## src/rtl/tcpq_pkg.sv

```systemverilog
`timescale 1ns / 1ps
// ---------------------------------------------------------------------------
// tcpq_pkg
// Shared types and constants for the two-class priority queue.
// ---------------------------------------------------------------------------
package tcpq_pkg;

    localparam int QUEUE_DEPTH_DEF = 16;
    localparam int ID_BITS_DEF     = 16;
    localparam int PER_EDITION_DEF = 2;

    localparam int STAMP_BITS = 8;
    localparam int AGE_BITS   = 4;
    localparam logic [AGE_BITS-1:0] MAX_AGE_RESET = 4'd3;

    typedef enum logic [1:0] {
        KIND_ACCEPTED  = 2'd0,
        KIND_FULL      = 2'd1,
        KIND_PUBLISHED = 2'd2,
        KIND_SKIPPED   = 2'd3
    } t_kind;

    typedef enum logic [1:0] {
        ST_IDLE,
        ST_POP,
        ST_EXPIRE
    } t_state;

    // queue control from the sequencer
    typedef struct packed {
        logic push;
        logic pop;
    } t_q_ctl;

    // queue occupancy flags
    typedef struct packed {
        logic empty;
        logic one;
        logic full;
    } t_q_stat;

endpackage

```

## src/rtl/tcpq_cell.sv

```systemverilog
`timescale 1ns / 1ps
// ---------------------------------------------------------------------------
// tcpq_cell
// One queue slot: loads a new entry or takes its upstream neighbor's entry.
// ---------------------------------------------------------------------------
module tcpq_cell import tcpq_pkg::*; #(
    parameter int ID_BITS = ID_BITS_DEF
) (
    input  logic                  i_clk,
    input  logic                  i_load,
    input  logic                  i_shift,
    input  logic [ID_BITS-1:0]    i_new_id,
    input  logic [STAMP_BITS-1:0] i_new_stamp,
    input  logic [ID_BITS-1:0]    i_nbr_id,
    input  logic [STAMP_BITS-1:0] i_nbr_stamp,
    output logic [ID_BITS-1:0]    o_id,
    output logic [STAMP_BITS-1:0] o_stamp
);

    logic [ID_BITS-1:0]    r_id;
    logic [STAMP_BITS-1:0] r_stamp;

    always_ff @(posedge i_clk) begin
        if (i_load) begin
            r_id    <= i_new_id;
            r_stamp <= i_new_stamp;
        end else if (i_shift) begin
            r_id    <= i_nbr_id;
            r_stamp <= i_nbr_stamp;
        end
    end

    assign o_id    = r_id;
    assign o_stamp = r_stamp;

endmodule

```

## src/rtl/tcpq_chain.sv

```systemverilog
`timescale 1ns / 1ps
// ---------------------------------------------------------------------------
// tcpq_chain
// FIFO built as a row of cells; cell 0 is the head, a pop shifts the row.
// ---------------------------------------------------------------------------
module tcpq_chain import tcpq_pkg::*; #(
    parameter int QUEUE_DEPTH = QUEUE_DEPTH_DEF,
    parameter int ID_BITS     = ID_BITS_DEF
) (
    input  logic                  i_clk,
    input  logic                  i_rst_n,
    input  t_q_ctl                i_ctl,
    input  logic [ID_BITS-1:0]    i_id,
    input  logic [STAMP_BITS-1:0] i_stamp,
    output t_q_stat               o_stat,
    output logic [ID_BITS-1:0]    o_head_id,
    output logic [STAMP_BITS-1:0] o_head_stamp
);

    localparam int IDX_W = $clog2(QUEUE_DEPTH);
    localparam int CNT_W = $clog2(QUEUE_DEPTH + 1);

    logic [CNT_W-1:0]      r_count;
    logic [CNT_W-1:0]      n_count;
    logic                  w_full;
    logic                  w_push;
    logic [ID_BITS-1:0]    w_id    [QUEUE_DEPTH+1];
    logic [STAMP_BITS-1:0] w_stamp [QUEUE_DEPTH+1];

    assign w_full = (r_count == CNT_W'(QUEUE_DEPTH));
    assign w_push = i_ctl.push && !w_full;

    // nothing ever shifts in past the tail
    assign w_id[QUEUE_DEPTH]    = '0;
    assign w_stamp[QUEUE_DEPTH] = '0;

    for (genvar g = 0; g < QUEUE_DEPTH; g++) begin : g_cell
        tcpq_cell #(
            .ID_BITS (ID_BITS)
        ) u_cell (
            .i_clk       (i_clk),
            .i_load      (w_push && (r_count[IDX_W-1:0] == IDX_W'(g))),
            .i_shift     (i_ctl.pop),
            .i_new_id    (i_id),
            .i_new_stamp (i_stamp),
            .i_nbr_id    (w_id[g+1]),
            .i_nbr_stamp (w_stamp[g+1]),
            .o_id        (w_id[g]),
            .o_stamp     (w_stamp[g])
        );
    end

    always_comb begin
        n_count = r_count;
        if (w_push) begin
            n_count = r_count + CNT_W'(1);
        end else if (i_ctl.pop && (r_count != '0)) begin
            n_count = r_count - CNT_W'(1);
        end
    end

    always_ff @(posedge i_clk) begin
        if (!i_rst_n) begin
            r_count <= '0;
        end else begin
            r_count <= n_count;
        end
    end

    assign o_stat.empty = (r_count == '0);
    assign o_stat.one   = (r_count == CNT_W'(1));
    assign o_stat.full  = w_full;
    assign o_head_id    = w_id[0];
    assign o_head_stamp = w_stamp[0];

endmodule

```

## src/rtl/two_class_priority_queue_with_ageout_top.sv

```systemverilog
`timescale 1ns / 1ps
// ---------------------------------------------------------------------------
// two_class_priority_queue_with_ageout_top
// Strict-priority two-class queue of item handles with age expiry.
// ---------------------------------------------------------------------------
// Usage:
//   Command channel: a beat is taken at a rising edge with start high and
//   busy low. i_func = 0 submits i_item_id to class i_priority_req;
//   i_func = 1 closes the current edition.
//   Result channel: o_valid marks each result beat for exactly one cycle;
//   the receiver cannot stall, so every result is taken when shown.
//   Config channel: i_cfg_valid/o_cfg_ready carry max_age (always ready);
//   write it only while busy is low.
// Sequencing:
//   Submit: the result is registered and shows in the cycle after the
//   command; busy stays low, so a new command may follow every cycle.
//   Close: one published result per cycle, urgent head first, up to
//   PER_EDITION of them (or one skipped result), then an expiry sweep that
//   drops one head entry per class per cycle until no head has expired.
// Reset: counts and edition clear, max_age loads 3; queue cells hold no reset.
// ---------------------------------------------------------------------------
module two_class_priority_queue_with_ageout_top import tcpq_pkg::*; #(
    parameter int QUEUE_DEPTH = QUEUE_DEPTH_DEF,
    parameter int ID_BITS     = ID_BITS_DEF,
    parameter int PER_EDITION = PER_EDITION_DEF
) (
    input  logic                i_clk,
    input  logic                i_rst_n,
    // command channel
    input  logic                start,
    output logic                busy,
    input  logic                i_func,
    input  logic                i_priority_req,
    input  logic [ID_BITS-1:0]  i_item_id,
    // result channel
    output logic                o_valid,
    output logic [1:0]          o_kind,
    output logic [ID_BITS-1:0]  o_out_id,
    output logic                o_from_class,
    output logic                o_last,
    // config channel
    input  logic                i_cfg_valid,
    output logic                o_cfg_ready,
    input  logic [AGE_BITS-1:0] i_cfg_data
);

    localparam int PC_W = (PER_EDITION > 1) ? $clog2(PER_EDITION) : 1;

    t_state                r_state, n_state;
    logic [PC_W-1:0]       r_pop_cnt, n_pop_cnt;
    logic [STAMP_BITS-1:0] r_edition, n_edition;
    logic [AGE_BITS-1:0]   r_max_age;

    // registered result beat
    logic                  r_valid, n_valid;
    t_kind                 r_kind, n_kind;
    logic [ID_BITS-1:0]    r_out_id, n_out_id;
    logic                  r_from_class, n_from_class;
    logic                  r_last, n_last;

    // queue interfaces: index 0 urgent, 1 normal
    t_q_ctl                w_ctl [2];
    t_q_stat               w_stat [2];
    logic [ID_BITS-1:0]    w_head_id [2];
    logic [STAMP_BITS-1:0] w_head_stamp [2];
    logic [STAMP_BITS-1:0] w_age [2];
    logic                  w_drop [2];
    logic                  w_take_u;
    logic                  w_rem_empty;
    logic                  w_pop_last;

    for (genvar q = 0; q < 2; q++) begin : g_queue
        tcpq_chain #(
            .QUEUE_DEPTH (QUEUE_DEPTH),
            .ID_BITS     (ID_BITS)
        ) u_chain (
            .i_clk        (i_clk),
            .i_rst_n      (i_rst_n),
            .i_ctl        (w_ctl[q]),
            .i_id         (i_item_id),
            .i_stamp      (r_edition),
            .o_stat       (w_stat[q]),
            .o_head_id    (w_head_id[q]),
            .o_head_stamp (w_head_stamp[q])
        );

        // 8-bit modular age is exact: entries go before age passes 16
        assign w_age[q]  = r_edition - w_head_stamp[q];
        assign w_drop[q] = !w_stat[q].empty &&
                           (w_age[q] > {{(STAMP_BITS-AGE_BITS){1'b0}}, r_max_age});
    end

    // pop source and whether this pop ends the close
    assign w_take_u    = !w_stat[0].empty;
    assign w_rem_empty = w_take_u ? (w_stat[0].one && w_stat[1].empty) : w_stat[1].one;
    assign w_pop_last  = w_rem_empty || (r_pop_cnt == PC_W'(PER_EDITION - 1));

    always_comb begin
        n_state      = r_state;
        n_pop_cnt    = r_pop_cnt;
        n_edition    = r_edition;
        n_valid      = 1'b0;
        n_kind       = r_kind;
        n_out_id     = r_out_id;
        n_from_class = r_from_class;
        n_last       = r_last;
        for (int q = 0; q < 2; q++) begin
            w_ctl[q] = '0;
        end

        unique case (r_state)
            ST_IDLE: begin
                if (start) begin
                    if (!i_func) begin
                        // submit: answer right away, full class drops the item
                        w_ctl[i_priority_req].push = 1'b1;
                        n_valid      = 1'b1;
                        n_kind       = w_stat[i_priority_req].full ? KIND_FULL
                                                                   : KIND_ACCEPTED;
                        n_out_id     = i_item_id;
                        n_from_class = i_priority_req;
                        n_last       = 1'b1;
                    end else begin
                        n_pop_cnt = '0;
                        n_state   = ST_POP;
                    end
                end
            end
            ST_POP: begin
                n_valid = 1'b1;
                if (w_stat[0].empty && w_stat[1].empty) begin
                    // only reached on the first pop slot
                    n_kind       = KIND_SKIPPED;
                    n_out_id     = '0;
                    n_from_class = 1'b0;
                    n_last       = 1'b1;
                    n_edition    = r_edition + STAMP_BITS'(1);
                    n_state      = ST_EXPIRE;
                end else begin
                    w_ctl[0].pop = w_take_u;
                    w_ctl[1].pop = !w_take_u;
                    n_kind       = KIND_PUBLISHED;
                    n_out_id     = w_take_u ? w_head_id[0] : w_head_id[1];
                    n_from_class = !w_take_u;
                    n_last       = w_pop_last;
                    if (w_pop_last) begin
                        n_edition = r_edition + STAMP_BITS'(1);
                        n_state   = ST_EXPIRE;
                    end else begin
                        n_pop_cnt = r_pop_cnt + PC_W'(1);
                    end
                end
            end
            ST_EXPIRE: begin
                // one head entry per class per cycle; oldest sit at the head
                w_ctl[0].pop = w_drop[0];
                w_ctl[1].pop = w_drop[1];
                if (!w_drop[0] && !w_drop[1]) begin
                    n_state = ST_IDLE;
                end
            end
            default: begin
                n_state = ST_IDLE;
            end
        endcase
    end

    always_ff @(posedge i_clk) begin
        if (!i_rst_n) begin
            r_state   <= ST_IDLE;
            r_pop_cnt <= '0;
            r_edition <= '0;
            r_max_age <= MAX_AGE_RESET;
            r_valid   <= 1'b0;
        end else begin
            r_state   <= n_state;
            r_pop_cnt <= n_pop_cnt;
            r_edition <= n_edition;
            r_valid   <= n_valid;
            if (i_cfg_valid) begin
                r_max_age <= i_cfg_data;
            end
        end
    end

    always_ff @(posedge i_clk) begin
        r_kind       <= n_kind;
        r_out_id     <= n_out_id;
        r_from_class <= n_from_class;
        r_last       <= n_last;
    end

    assign busy         = (r_state != ST_IDLE);
    assign o_cfg_ready  = 1'b1;
    assign o_valid      = r_valid;
    assign o_kind       = r_kind;
    assign o_out_id     = r_out_id;
    assign o_from_class = r_from_class;
    assign o_last       = r_last;

endmodule

```

## config.mk

```make
export PLATFORM = sky130hd
export DESIGN_NAME = two_class_priority_queue_with_ageout_top
export DESIGN_NICKNAME = d
export VERILOG_FILES = /design/src/rtl/tcpq_pkg.sv /design/src/rtl/tcpq_cell.sv /design/src/rtl/tcpq_chain.sv /design/src/rtl/two_class_priority_queue_with_ageout_top.sv
export SDC_FILE = /design/constraint.sdc
export NUM_CORES = 1
export LEC_CHECK = 0
export ABC_AREA = 1
export BUFFER_PORTS_ARGS = -buffer_cell sky130_fd_sc_hd__buf_2
export CAP_MARGIN = 40
export CORE_MARGIN = 5
export CORE_UTILIZATION = 50
export CTS_BUF_LIST = sky130_fd_sc_hd__clkbuf_16
export DETAILED_ROUTE_END_ITERATION = 6
export PLACE_DENSITY_LB_ADDON = 0.12
export SYNTH_ARGS = -nofsm -noshare
export SYNTH_HDL_FRONTEND = slang
export SYNTH_SLANG_ARGS = --single-unit
```

## constraint.sdc

```tcl
create_clock -name i_clk -period 10 [get_ports i_clk]
set_clock_uncertainty 0.2 [all_clocks]
set_input_delay 0.5 -clock i_clk [delete_from_list [all_inputs] [get_ports i_clk]]
set_output_delay 0.5 -clock i_clk [all_outputs]
set_load 0.05 [all_outputs]
```

; ---- After elaboration in Yosys (flattened, before gate mapping)
; Index checks and enable logic that the tools add are counted.
[op_classes]
n_addsub = 8
order_cmp = 4
n_eq_ne = 43
muxes = 179
n_bitwise = 1
reduce_logical = 97
[ops]
columns = op, n
row1 = 16-bit 2-to-1 mux, 68
row2 = 8-bit 2-to-1 mux, 66
row3 = 2-bit nonzero test, 37
row4 = 4-bit == test (second input constant), 16
row5 = 1-bit logical AND, 42
row6 = 4-bit by 3-bit == test with 1-bit output (second input constant), 8
row7 = 16-bit case mux with 2 select lines, 1
row8 = 1-bit 2-to-1 mux, 21
row9 = 5-bit 2-to-1 mux, 4
row10 = 4-bit by 2-bit == test with 1-bit output (second input constant), 4
row11 = 8-bit by 4-bit > comparator with 1-bit output, 2
row12 = 2-bit 2-to-1 mux, 8
row13 = 8-bit subtractor, 2
row14 = 2-bit inequality test (second input constant), 6
row15 = 5-bit by 1-bit adder with 5-bit output (second input constant), 2
row16 = 5-bit by 1-bit == test with 1-bit output (second input constant), 2
row17 = 5-bit == test (second input constant), 2
row18 = 5-bit logical NOT, 2
row19 = 5-bit nonzero test, 2
row20 = 5-bit by 1-bit subtractor with 5-bit output (second input constant), 2
row21 = 8-bit by 1-bit adder with 8-bit output (second input constant), 1
row22 = 4-bit by 1-bit == test with 1-bit output (second input constant), 2
row23 = 4-bit logical NOT, 2
row24 = 4-bit 2-to-1 mux, 2
row25 = other kinds (19), 28
[totals]
regBits = 814
in_bits = 26
out_inout_bits = 23
wordCells = 407

; ---- Depth between registers and ports, before layout
; Gate-level depths: netlist of run 1.
[depth]
word_depth = 11
ltp_mapped = 23
mapped_depth_nobuf = 23

; ---- Hierarchy
; From an unflattened synthesis of run 1, not the netlist that was laid out.
[hier_totals]
cells_unflattened = 3936
hier_area_um2 = 38843.5
[modules_own_cells]
columns = module, instances, cells_each, area_each_um2, seq_area_each_um2
row1 = tcpq_cell, 32, 103, 1082.3, 720.7
row2 = two_class_priority_queue_with_ageout_top, 1, 398, 2884.0, 920.9
row3 = tcpq_chain, 2, 121, 663.1, 100.1

; ---- Worst setup path after synthesis of run 1
; No wires, ideal clock.
[synth_path]
path_kind = register to register
startpoint = register r_edition[0]
endpoint = register g_queue[1].u_chain.g_cell[10].u_cell.r_id[0] (enable)
setup_ns = 0.425
arrival_ns = 3.215
t_required_ns = 9.375
setup_slack_ns = 6.160
path_stages_with_launch = 21
path_buffers = 2
period_less_slack_ns = 3.840
path_cell_list = dfxtp_1 clkinv_1 clkbuf_1 ha_1 inv_1 fa_1 xor2_1 ha_1 nand2_1 inv_1 nand2_1 nand2_1 nand2_1 nand3_1 nor2_1 nand2_1 nand2_1 nand2_1 nand2_1 clkbuf_1 nand2_1
[synth_via]
elab_chain_len = 5
[synth_rtl]
columns = element, line
row1 = from (decl), two_class_priority_queue_with_ageout_top.sv:51  ; logic [STAMP_BITS-1:0] r_edition, n_edition;
row2 = from (signal assigned), two_class_priority_queue_with_ageout_top.sv:178  ; r_edition <= n_edition;
row3 = 8-bit subtractor, two_class_priority_queue_with_ageout_top.sv:88  ; assign w_age[q] = r_edition - w_head_stamp[q];
row4 = 8-bit by 4-bit > comparator with 1-bit output, two_class_priority_queue_with_ageout_top.sv:90  ; (w_age[q] > {{(STAMP_BITS-AGE_BITS){1'b0}}, r_max_age});
row5 = 1-bit logical AND, two_class_priority_queue_with_ageout_top.sv:89  ; assign w_drop[q] = !w_stat[q].empty &&
row6 = 1-bit case mux with 3 select lines, two_class_priority_queue_with_ageout_top.sv:111  ; unique case (r_state)
row7 = 2-bit nonzero test (no source line), -
row8 = to (signal assigned), tcpq_cell.sv:25  ; r_id <= i_new_id;
row9 = to (signal assigned), tcpq_cell.sv:28  ; r_id <= i_nbr_id;
row10 = to (decl), tcpq_cell.sv:20  ; logic [ID_BITS-1:0] r_id;
; Every way passes these cells.
; A chain may end at the register's enable or synchronous reset.

; ---- Worst setup path in the final report of run 1
; Ends and elaborated chain as after synthesis.

==> results.sh, run 1 <==
export IMPL_rsz0062_at_grt="no"
export IMPL_wl_per_cell_um=19.8
export IMPL_fin_crit_sh_pct=44.8
export IMPL_comb_power_share_pct=18.8
export IMPL_routed_wl_mm=81.2
export IMPL_place_gp_congestion=0.829
export IMPL_finalSetupTns_ns=0
export IMPL_vias=22500
export IMPL_grt_ovfl_total=0
export IMPL_period_needed_ns=4.48
export IMPL_design_area_um2=38900
export IMPL_insertion_delay_ns=0.62
export IMPL_tightest_slew_ns=0.896
export IMPL_slowest_delay_ns=0.45
export IMPL_clk_pin_slew_ns=0.05
export IMPL_num_io_pins=49
export IMPL_fp_dieH_um=274
export IMPL_synth_warnings=0
export IMPL_start_util_pct=50.6
export IMPL_antenna_found_initial=1
export IMPL_firstDrtPassIters=5
export IMPL_cp_cell_sequence="clkinv_1 > buf_4 > ha_1 > inv_1 > fa_1 > xor2_1 > ha_1 > nand2_1 > inv_1 > nand2_1 > nand2_1 > nand2_1 > nand3_1 > nor2_1 > nand2_1 > nand2_1 > nand2_1 > nand2_1 > buf_8 > nand2_1 > buf_8"
export IMPL_cts_buffers=85
export IMPL_cp_end_kind="register"
export IMPL_placed_area_um2=36200
export IMPL_crit_top_cell="nand2_1"
export IMPL_area_delta_synth_final_pct=11.6
export IMPL_cts_sinks=814
export IMPL_netlist_cell_type_count=37
export IMPL_status="finished, final reports clean"
export IMPL_fillCellCount=5758
export IMPL_cts_repair_resized=0
export IMPL_synth_area_um2=34800
export IMPL_final_common_cell="nand2_1"
export IMPL_die_w_um=274
export IMPL_slew_violations=0
export IMPL_irDropWorstVdd_uv=151
export IMPL_rows=96
export IMPL_critPathKind="reg -> reg"
export IMPL_cts_root_buf="clkbuf_16"
export IMPL_grt_max_degree=50
export IMPL_path_delay_family="simple AND/OR/NAND/NOR gates"
export IMPL_coreArea_um2=68800
export IMPL_cts_tree="done"
export IMPL_grt_pass1_vias=22200
export IMPL_path_buf_inv=6
export IMPL_grt_pass1_wl_mm=127
export IMPL_power_frac_seq_pct=49.8
export IMPL_synth_seq_cells=814
export IMPL_route_detailed_drc=0
export IMPL_critPathArrivalTime_ns=4.64
export IMPL_die_area_um2=75100
export IMPL_nNetsFinal=3163
export IMPL_whs_ns=0.0381
export IMPL_cts_hold_buf=8
export IMPL_leakage_uw=0.0151
export IMPL_most_common_layout_cells="910 x nand2_1, 788 x edfxtp_1, 660 x o21ai_0, 125 x inv_1, 107 x o21ai_1"
export IMPL_detail_route_antenna_nets=0
export IMPL_post_cts_buffers=0
export IMPL_syn_nets=3186
export IMPL_p_per_area_nw_per_um2=242
export IMPL_relSlewSlack_pct=40.1
export IMPL_switching_share_pct=28.5
export IMPL_path_max_fanout=37
export IMPL_crit_slowest_cell="buf_4"
export IMPL_p_switching_uw=2680
export IMPL_internal_power_uw=6720
export IMPL_vias_per_cell=5.49
export IMPL_post_dp_hpwl_mm=50.8
export IMPL_fmax_mhz=223
export IMPL_initialDrtViolationCount=1954
export IMPL_drive_gt1_share_pct=8.86
export IMPL_clk_path_buf_depth=3
export IMPL_crit_path_start_kind="register"
export IMPL_htreeDepth=3
export IMPL_setup_viol=0
export IMPL_hold_class="in -> reg"
export IMPL_ys_seq_area_share_pct=69.4
export IMPL_maxCapViolations=0
export IMPL_grt_usage_pct=21.8
export IMPL_io_buffers=47
export IMPL_p_clk_share_pct=31.4
export IMPL_synthCells=3120
export IMPL_critPathRequiredTime_ns=10.16
export IMPL_finalPower_uw=9400
export IMPL_finalHoldViolations=0
export IMPL_syn_area_per_cell_um2=11.2
[cell type report]
| type | instances | area (um^2) | share of cell area (%) |
|---|---|---|---|
| timing repair buffer | 138 | 1470 | 3.79 |
| inverter | 119 | 452 | 1.16 |
| clock inverter | 64 | 437 | 1.12 |
| multi-input combinational | 1939 | 9030 | 23.2 |
| clock buffer | 86 | 2150 | 5.53 |
| tap | 931 | 1160 | 2.99 |
| antenna | 1 | 2.50 | 0.00643 |
| sequential | 814 | 24200 | 62.2 |
[worst paths after layout]
kind / startpoint / endpoint / slack, ns / cells past startpoint
worst max-delay path: r_edition[0] / g_queue[1].u_chain.g_cell[10].u_cell.o_id[0] / 5.52 / 21
worst min-delay path: i_cfg_valid / r_max_age[3] / 0.04 / 3
worst max register to register: r_edition[0] / g_queue[1].u_chain.g_cell[10].u_cell.o_id[0] / 5.52 / 21
worst min register to register: g_queue[1].u_chain.g_cell[9].u_cell.o_stamp[3] / g_queue[1].u_chain.g_cell[8].u_cell.o_stamp[3] / 0.31 / 2
[registers in the layout (all words and copies together) (netlist names)]
signal / flops
r_pop_cnt: 1
g_queue.u_chain.r_count: 10
o_last: 1
r_state: 2
o_valid: 1
o_kind: 2
g_queue.u_chain.g_cell.u_cell.o_stamp: 256
r_edition: 8
o_from_class: 1
g_queue.u_chain.g_cell.u_cell.o_id: 512
r_max_age: 4
o_out_id: 16
[routing by layer]
layer	up-vias	track usage (%)	routed length (um)
li1	10800	-	-
met1	10900	30.2	35100
met2	629	35.6	39000
met3	139	3.01	4480
met4	0	7.79	2660
met5	-	0	0
[power by group through the flow]
stage,Clock [uW],Combinational (uW),Sequential [uW]
after global placement,0,1570,4770
after floorplan,0,1090,4770
after detailed placement,0,1770,4760
final,2960,1760,4680
after global routing,3160,1980,4720
after CTS,3020,1780,4690
[Yosys cell counts]
master / count / area (um^2)
a211oi_1: 1 / 7.51
a21oi_1: 29 / 145
buf_1: 3 / 11.3
buf_2: 44 / 220
buf_4: 11 / 82.6
buf_6: 19 / 214
buf_8: 1 / 15.0
clkbuf_1: 170 / 638
clkinv_1: 1 / 3.75
conb_1: 1 / 3.75
dfxtp_1: 26 / 521
edfxtp_1: 788 / 23700
fa_1: 2 / 40.0
ha_1: 38 / 475
inv_1: 108 / 405
inv_2: 8 / 30.0
inv_4: 2 / 12.5
nand2_1: 910 / 3420
nand2_2: 4 / 25.0
nand2_4: 1 / 11.3
nand3_1: 54 / 270
nand3_2: 10 / 100
nand3_4: 2 / 35.0
nand3b_1: 2 / 15.0
nand4_1: 8 / 50.1
nand4_2: 1 / 12.5
nand4_4: 1 / 21.3
nor2_1: 74 / 278
nor2_2: 4 / 25.0
nor2_4: 4 / 45.0
nor3_1: 2 / 10.0
nor3_2: 1 / 10.0
nor4_1: 1 / 6.26
o21ai_0: 661 / 3310
o21ai_1: 106 / 531
xnor2_1: 3 / 26.3
xor2_1: 19 / 166
[worst reg2reg max path: stages (launching register included)]
cell	delay, ns
dfxtp_1	0.31
clkinv_1	0.09
buf_4	0.46
ha_1	0.24
inv_1	0.05
fa_1	0.40
xor2_1	0.18
ha_1	0.27
nand2_1	0.06
inv_1	0.05
nand2_1	0.06
nand2_1	0.05
nand2_1	0.07
nand3_1	0.08
nor2_1	0.10
nand2_1	0.10
nand2_1	0.10
nand2_1	0.09
nand2_1	0.38
buf_8	0.23
nand2_1	0.35
buf_8	0.30
[cells by family after synthesis]
| group | after synthesis | share of synthesized area (%) |
|---|---|---|
| compound gates | 797 | 11.5 |
| xor+xnor | 22 | 0.553 |
| buf+inv | 367 | 4.69 |
| fa+ha+maj | 40 | 1.48 |
| flops | 814 | 69.4 |
| simple gates | 1079 | 12.4 |
| other cells | 1 | 0.0108 |
[stage by stage]
stage | utilization [%] | std cells | worst slack (ns)
after global placement | 51.4 | 3889 | 4.89
final | 56.5 | 4092 | 5.52
after detailed placement | 52.6 | 3932 | 5.44
after global routing | 56.5 | 4091 | 5.20
after floorplan | - | 3120 | 6.16
after CTS | 56.5 | 4090 | 5.44
No activity file was read; power rests on OpenSTA's default activity.
==> inputs of run 2 (changes only) <==
==> constraint.sdc (replaced) <==
create_clock -name i_clk -period 4.1 [get_ports i_clk]
set_clock_uncertainty 0.2 [all_clocks]
set_input_delay 0.205 -clock i_clk [delete_from_list [all_inputs] [get_ports i_clk]]
set_output_delay 0.205 -clock i_clk [all_outputs]
set_load 0.05 [all_outputs]
==> results.sh, run 2 (synthesis gave the netlist of run 1 again) <==
export IMPL_status="finished, final reports clean"
export IMPL_placed_cells=3950
export IMPL_cts_root_buf="clkbuf_16"
export IMPL_most_common_layout_cells="910 x nand2_1, 788 x edfxtp_1, 660 x o21ai_0, 115 x inv_1, 107 x o21ai_1"
export IMPL_grt_use_met3_pct=3.67
export IMPL_drive_gt1_share_pct=9.87
export IMPL_slowest_delay_ns=0.41
export IMPL_worstHoldEndpoint="g_queue[1].u_chain.g_cell[15].u_cell.o_id[10]"
export IMPL_start_util_pct=50.6
export IMPL_r2r_slack_ns=0.34
export IMPL_diodes=0
export IMPL_critPathKind="reg -> reg"
export IMPL_placed_area_um2=35900
export IMPL_path_max_fanout=22
export IMPL_rsz0062_at_grt="no"
export IMPL_grt_pass1_wl_mm=128
export IMPL_io_buffers=47
export IMPL_grt_pass1_vias=22100
export IMPL_area_delta_synth_final_pct=11.9
export IMPL_routed_wl_mm=82.7
export IMPL_hold_path_startpoint="i_item_id[10]"
export IMPL_fmax_mhz=266
export IMPL_cts_tree="done"
export IMPL_hold_depth=3
export IMPL_finalSetupTns_ns=0
export IMPL_post_dp_hpwl_mm=52.5
export IMPL_r2r_start="r_edition[0]"
export IMPL_largest_register_ffs=512
export IMPL_die_area_um2=75100
export IMPL_final_common_cell="nand2_1"
export IMPL_firstDrtPassIters=6
export IMPL_maxCapViolations=0
export IMPL_setup_viol=0
export IMPL_place_gp_congestion=0.860
export IMPL_fin_cells=4132
export IMPL_slew_violations=0
export IMPL_antenna_found_initial=0
export IMPL_fp_dieH_um=274
export IMPL_finalHoldViolations=0
export IMPL_cts_sinks=814
export IMPL_tightest_slew_ns=0.817
export IMPL_crit_path_start_kind="register"
export IMPL_grt_usage_pct=22.1
export IMPL_hold_class="in -> reg"
export IMPL_worst_r2r_path_depth=19
export IMPL_die_w_um=274
export IMPL_design_area_um2=39000
export IMPL_wl_per_cell_um=20.0
export IMPL_grt_ovfl_total=0
export IMPL_insertion_delay_ns=0.63
export IMPL_period_needed_ns=3.76
export IMPL_htreeDepth=3
export IMPL_cp_cell_sequence="clkinv_1 > ha_1 > inv_1 > fa_1 > ha_1 > nand2_1 > nand2_1 > nand2_1 > nand2_1 > nand2_1 > nand3_1 > nor2_1 > nand2_1 > nand2_1 > nand2_1 > nand2_1 > buf_4 > nand2_1 > buf_4"
export IMPL_critPathRequiredTime_ns=4.26
export IMPL_detail_route_antenna_nets=0
export IMPL_clk_path_buf_depth=3
export IMPL_gr_usage_met2_pct=36.9
export IMPL_cts_buffers=86
export IMPL_relSlewSlack_pct=45.5
export IMPL_crit_slowest_cell="fa_1"
export IMPL_r2r_end="g_queue[0].u_chain.g_cell[5].u_cell.o_id[14]"
export IMPL_fin_crit_sh_pct=91.7
export IMPL_leakage_uw=0.0152
export IMPL_cp_end_kind="register"
export IMPL_grt_busiest_layer="met2"
export IMPL_coreArea_um2=68800
export IMPL_crit_top_cell="nand2_1"
export IMPL_route_detailed_drc=0
export IMPL_irDropWorstVdd_uv=328
export IMPL_grt_max_degree=50
export IMPL_p_per_area_nw_per_um2=597
export IMPL_nNetsFinal=3197
export IMPL_vias_per_cell=5.46
export IMPL_grtUsageMet1_pct=29.9
export IMPL_num_io_pins=49
export IMPL_critPathArrivalTime_ns=3.92
export IMPL_initialDrtViolationCount=2204
export IMPL_rows=96
export IMPL_clk_pin_slew_ns=0.06
export IMPL_vias=22600
[run 2: cell count changes in the layout (fill, tap and decap cells not counted)]
cell           before  now
buf_4              39   93
clkbuf_16          86   88
inv_6               3    2
buf_16             14    4
clkinv_1           22   21
diode_2             1    0
buf_12              6    3
buf_8              24    0
dlygate4sd3_1       8   24
bufinv_16           5   10
inv_1             125  115
clkinv_2           10   21
clkinvlp_4          1    3
[run 2: how the worst max path moves through the flow]
| stage | startpoint | end | slack (ns) |
|---|---|---|---|
| 2_1_floorplan | r_edition[0] | g_queue[1].u_chain.g_cell[10].u_cell.o_id[0] | 0.26 |
| 5_1_grt | r_edition[0] | g_queue[0].u_chain.g_cell[5].u_cell.o_id[1] | 0.08 |
| 3_5_place_dp | r_edition[0] | g_queue[0].u_chain.g_cell[5].u_cell.o_id[12] | 0.36 |
| 4_1_cts | r_edition[0] | g_queue[0].u_chain.g_cell[5].u_cell.o_id[14] | 0.36 |
| 6_report | r_edition[0] | g_queue[0].u_chain.g_cell[5].u_cell.o_id[14] | 0.34 |
| 3_3_place_gp | r_edition[0] | g_queue[0].u_chain.g_cell[5].u_cell.o_id[4] | 0.40 |
[run 2: where the power goes]
| part | total (uW) | internal, uW | switching (uW) |
|---|---|---|---|
| Combinational | 4110 | 1130 | 2980 |
| Clock | 7740 | 4530 | 3200 |
| Sequential | 11400 | 11000 | 443 |
| Total | 23300 | 16600 | 6630 |
[run 2: layout make-up]
type	count	area [um^2]
fill	5857	29800
sequential	814	24200
multi-input combinational	1939	9030
clock buffer	88	2200
timing repair buffer	171	1340
tap	931	1160
clock inverter	70	607
inverter	119	452
[run 2: critical path, delay by kind of cell (launching register included)]
| family | cells | cell delay, ns |
|---|---|---|
| flops | 1 | 0.34 |
| fa+ha+maj | 3 | 0.98 |
| simple gates | 12 | 1.07 |
| buf+inv | 4 | 0.90 |
[run 2: timing repair]
action | CTS | global route
gates resized for setup | 0 | 0
hold endpoints to repair | 67 | 0
setup buffers | 0 | 0
hold buffers | 24 | 0
[run 2: per-layer routing]
layer	share of wire (%)	wire, um
met5	0	0
met4	3.3	2710
met3	5.7	4750
met2	48	40000
met1	43	35300
[run 2: metrics by stage]
step | hold WS [ns] | worst slack (ns) | total power, uW | utilization (%)
after floorplan | 0.117 | 0.260 | 14300 | -
final | 0.0212 | 0.342 | 23300 | 56.6
after global placement | 0.228 | 0.398 | 15600 | 52.0
after global routing | 0.00726 | 0.0756 | 24400 | 56.6
after detailed placement | 0.234 | 0.361 | 15700 | 52.2
after CTS | 0.00535 | 0.361 | 23400 | 56.6
==> inputs of run 3 (changes only) <==
--- a/config.mk
+++ b/config.mk
@@ -6,7 +6,7 @@
 export NUM_CORES = 1
 export LEC_CHECK = 0
 export ABC_AREA = 1
-export BUFFER_PORTS_ARGS = -buffer_cell sky130_fd_sc_hd__buf_2
+export BUFFER_PORTS_ARGS = -buffer_cell sky130_fd_sc_hd__buf_4
 export CAP_MARGIN = 40
 export CORE_MARGIN = 5
 export CORE_UTILIZATION = 50
@@ -15,4 +15,5 @@
 export PLACE_DENSITY_LB_ADDON = 0.12
 export SYNTH_ARGS = -nofsm -noshare
 export SYNTH_HDL_FRONTEND = slang
+export SYNTH_HIERARCHICAL = 1
 export SYNTH_SLANG_ARGS = --single-unit
==> results.sh, run 3 <==
export IMPL_fin_crit_sh_pct=90.3
export IMPL_grt_max_degree=37
export IMPL_yosysTopAreaCellShare_pct=60.9
export IMPL_synth_area_um2=38800
export IMPL_tightest_slew_ns=0.789
export IMPL_design_area_um2=42000
export IMPL_leakage_uw=0.0181
export IMPL_coreArea_um2=77200
export IMPL_multi_input_area_um2=12100
export IMPL_vias=25000
export IMPL_grt_pass1_vias=24300
export IMPL_ys_seq_area_share_pct=62.3
export IMPL_route_detailed_drc=0
export IMPL_grt_ovfl_total=0
export IMPL_post_cts_buffers=0
export IMPL_firstDrtPassIters=5
export IMPL_irDropWorstVdd_uv=306
export IMPL_cts_buffers=87
export IMPL_maxCapViolations=0
export IMPL_synth_common_cells="2220 x nand2_1, 788 x edfxtp_1, 237 x nand2_2"
export IMPL_fmax_mhz=270
export IMPL_cp_cell_sequence="inv_1 > ha_1 > inv_1 > fa_1 > xor2_1 > ha_1 > nand2_1 > inv_1 > nand2_1 > nand2_1 > nand2_1 > nand2_1 > nor2_1 > nand3_1 > nand2_1 > a21oi_2 > buf_12 > or2_2"
export IMPL_cts_hold_buf=18
export IMPL_crit_top_cell="nand2_1"
export IMPL_async_reset_ff_share_pct=0
export IMPL_finalPower_uw=21800
export IMPL_p_per_area_nw_per_um2=519
export IMPL_path_buf_inv=4
export IMPL_setup_viol=0
export IMPL_post_dp_hpwl_mm=57.6
export IMPL_nNetsFinal=4077
export IMPL_largest_register_ffs=512
export IMPL_critPathRequiredTime_ns=4.15
export IMPL_grt_pass1_wl_mm=142
export IMPL_period_needed_ns=3.70
export IMPL_pre_cts_slack_ns=0.409
export IMPL_fp_dieH_um=289
export IMPL_diodes=0
export IMPL_fillCellCount=6902
export IMPL_critPathKind="reg -> reg"
export IMPL_internal_power_uw=15700
export IMPL_rsz0062_at_grt="no"
export IMPL_most_common_layout_cells="2220 x nand2_1, 788 x edfxtp_1, 237 x nand2_2, 153 x inv_1, 98 x buf_4"
export IMPL_routed_wl_mm=91.2
export IMPL_path_max_fanout=24
export IMPL_cts_tree="done"
export IMPL_finalSetupTns_ns=0
export IMPL_synth_warnings=6
export IMPL_clk_pin_slew_ns=0.06
export IMPL_insertion_delay_ns=0.64
export IMPL_htreeDepth=3
export IMPL_synth_ff_type="edfxtp_1"
export IMPL_die_w_um=289
export IMPL_synth_seq_cells=814
export IMPL_clk_path_buf_depth=3
export IMPL_cts_sinks=814
export IMPL_slew_violations=0
export IMPL_cp_end_kind="register"
export IMPL_synth_most_common_cell="nand2_1"
export IMPL_final_common_cell="nand2_1"
export IMPL_syn_area_per_cell_um2=9.87
export IMPL_vias_per_cell=4.88
export IMPL_p_switching_uw=6110
export IMPL_wl_per_cell_um=17.8
export IMPL_layout_setup_ws_ns=0.399
export IMPL_netlist_cell_type_count=42
export IMPL_comb_power_share_pct=16.3
export IMPL_area_delta_synth_final_pct=8.21
export IMPL_power_frac_seq_pct=50.5
export IMPL_synth_area_top_cells="edfxtp_1 61%, nand2_1 21%, nand2_2 3.8%, buf_6 2.9%, dfxtp_1 1.3%"
export IMPL_rows=102
export IMPL_finalHoldViolations=0
export IMPL_place_gp_congestion=0.872
export IMPL_switching_share_pct=28.0
export IMPL_cts_root_buf="clkbuf_16"
export IMPL_io_buffers=47
export IMPL_cts_repair_resized=0
export IMPL_critPathArrivalTime_ns=3.75
export IMPL_start_util_pct=50.3
export IMPL_path_delay_family="simple AND/OR/NAND/NOR gates"
export IMPL_synth_edf_count=788
export IMPL_grt_usage_pct=22.1
export IMPL_crit_slowest_cell="or2_2"
export IMPL_whs_ns=0.0349
export IMPL_detail_route_antenna_nets=0
export IMPL_seq_area_um2=24200
export IMPL_drive_gt1_share_pct=13.6
export IMPL_slowest_delay_ns=0.54
export IMPL_placed_area_um2=39200
export IMPL_antenna_found_initial=0
export IMPL_hold_class="in -> reg"
export IMPL_yosys_area_top_type="edfxtp_1"
export IMPL_relSlewSlack_pct=47.4
export IMPL_p_clk_share_pct=33.2
export IMPL_die_area_um2=83400
export IMPL_status="finished, final reports clean"
export IMPL_num_io_pins=49
export IMPL_synthCells=3936
export IMPL_crit_path_start_kind="register"
export IMPL_initialDrtViolationCount=1891
[run 3: layout make-up]
| class | count | share of cell area, % |
|---|---|---|
| well taps | 1040 | 3.10 |
| inverters | 170 | 2.10 |
| repair buffers | 118 | 2.27 |
| clock buffers | 91 | 5.42 |
| clock inverters | 69 | 0.884 |
| flip-flops and latches | 814 | 57.6 |
| multi-input cells | 2820 | 28.7 |
[run 3: path summary, 6_finish.rpt]
kind,from,end,slack [ns],depth (start not counted)
setup reg to reg,r_edition[0],g_queue[0].u_chain/g_cell[0].u_cell/o_stamp[1],0.40,18
hold / removal,i_item_id[12],g_queue[0].u_chain/g_cell[9].u_cell/o_id[12],0.03,3
setup / recovery,r_edition[0],g_queue[0].u_chain/g_cell[0].u_cell/o_stamp[1],0.40,18
hold reg to reg,g_queue[1].u_chain/g_cell[14].u_cell/o_id[3],g_queue[1].u_chain/g_cell[13].u_cell/o_id[3],0.29,2
[run 3: worst reg2reg max path: cells and delay by family, from the launching register on]
kind	cells	cell delay, ns
buffers and inverters	4	0.46
and+or+nand+nor	9	1.05
AOI/OAI and AO/OA	1	0.22
DFF	1	0.32
xor gates and xnor gates	1	0.19
adders and majority gates	3	0.88
[run 3: metrics by stage]
step	cells	util (%)
3_3_place_gp	4944	50.8
2_1_floorplan	3982	-
6_report	5122	54.4
5_1_grt	5122	54.4
3_5_place_dp	4944	50.8
4_1_cts	5122	54.4
[run 3: per-layer routing]
layer / part of all wire (%) / global-route usage [%] / routed length (um) / up-vias
li1: - / - / - / 12700
met3: 4.7 / 3.18 / 4270 / 149
met5: 0 / 0 / 0 / -
met1: 44 / 30.0 / 40300 / 11600
met2: 48 / 37.4 / 43900 / 552
met4: 3.0 / 6.37 / 2710 / 0
[run 3: cell families (layout without fill, tap and decap cells)]
family                   Yosys count  after routing  synth area share [%]
XOR/XNOR                           6              6                 0.135
adder cells (fa/ha/maj)           40             40                  1.33
AND/OR/NAND/NOR                 2667           2667                  28.2
buffers and inverters            348            448                  7.19
AO/OA/AOI/OAI                     58             58                 0.812
other                              3             49                0.0290
flip-flops                       814            814                  62.3
[run 3: power groups by stage]
stage,clock network (uW),registers (uW),logic (uW)
after CTS,7420,11000,3580
after global placement,0,11200,3530
after detailed placement,0,11200,3550
final,7250,11000,3550
after floorplan,0,11300,2230
after global routing,7770,11100,3960
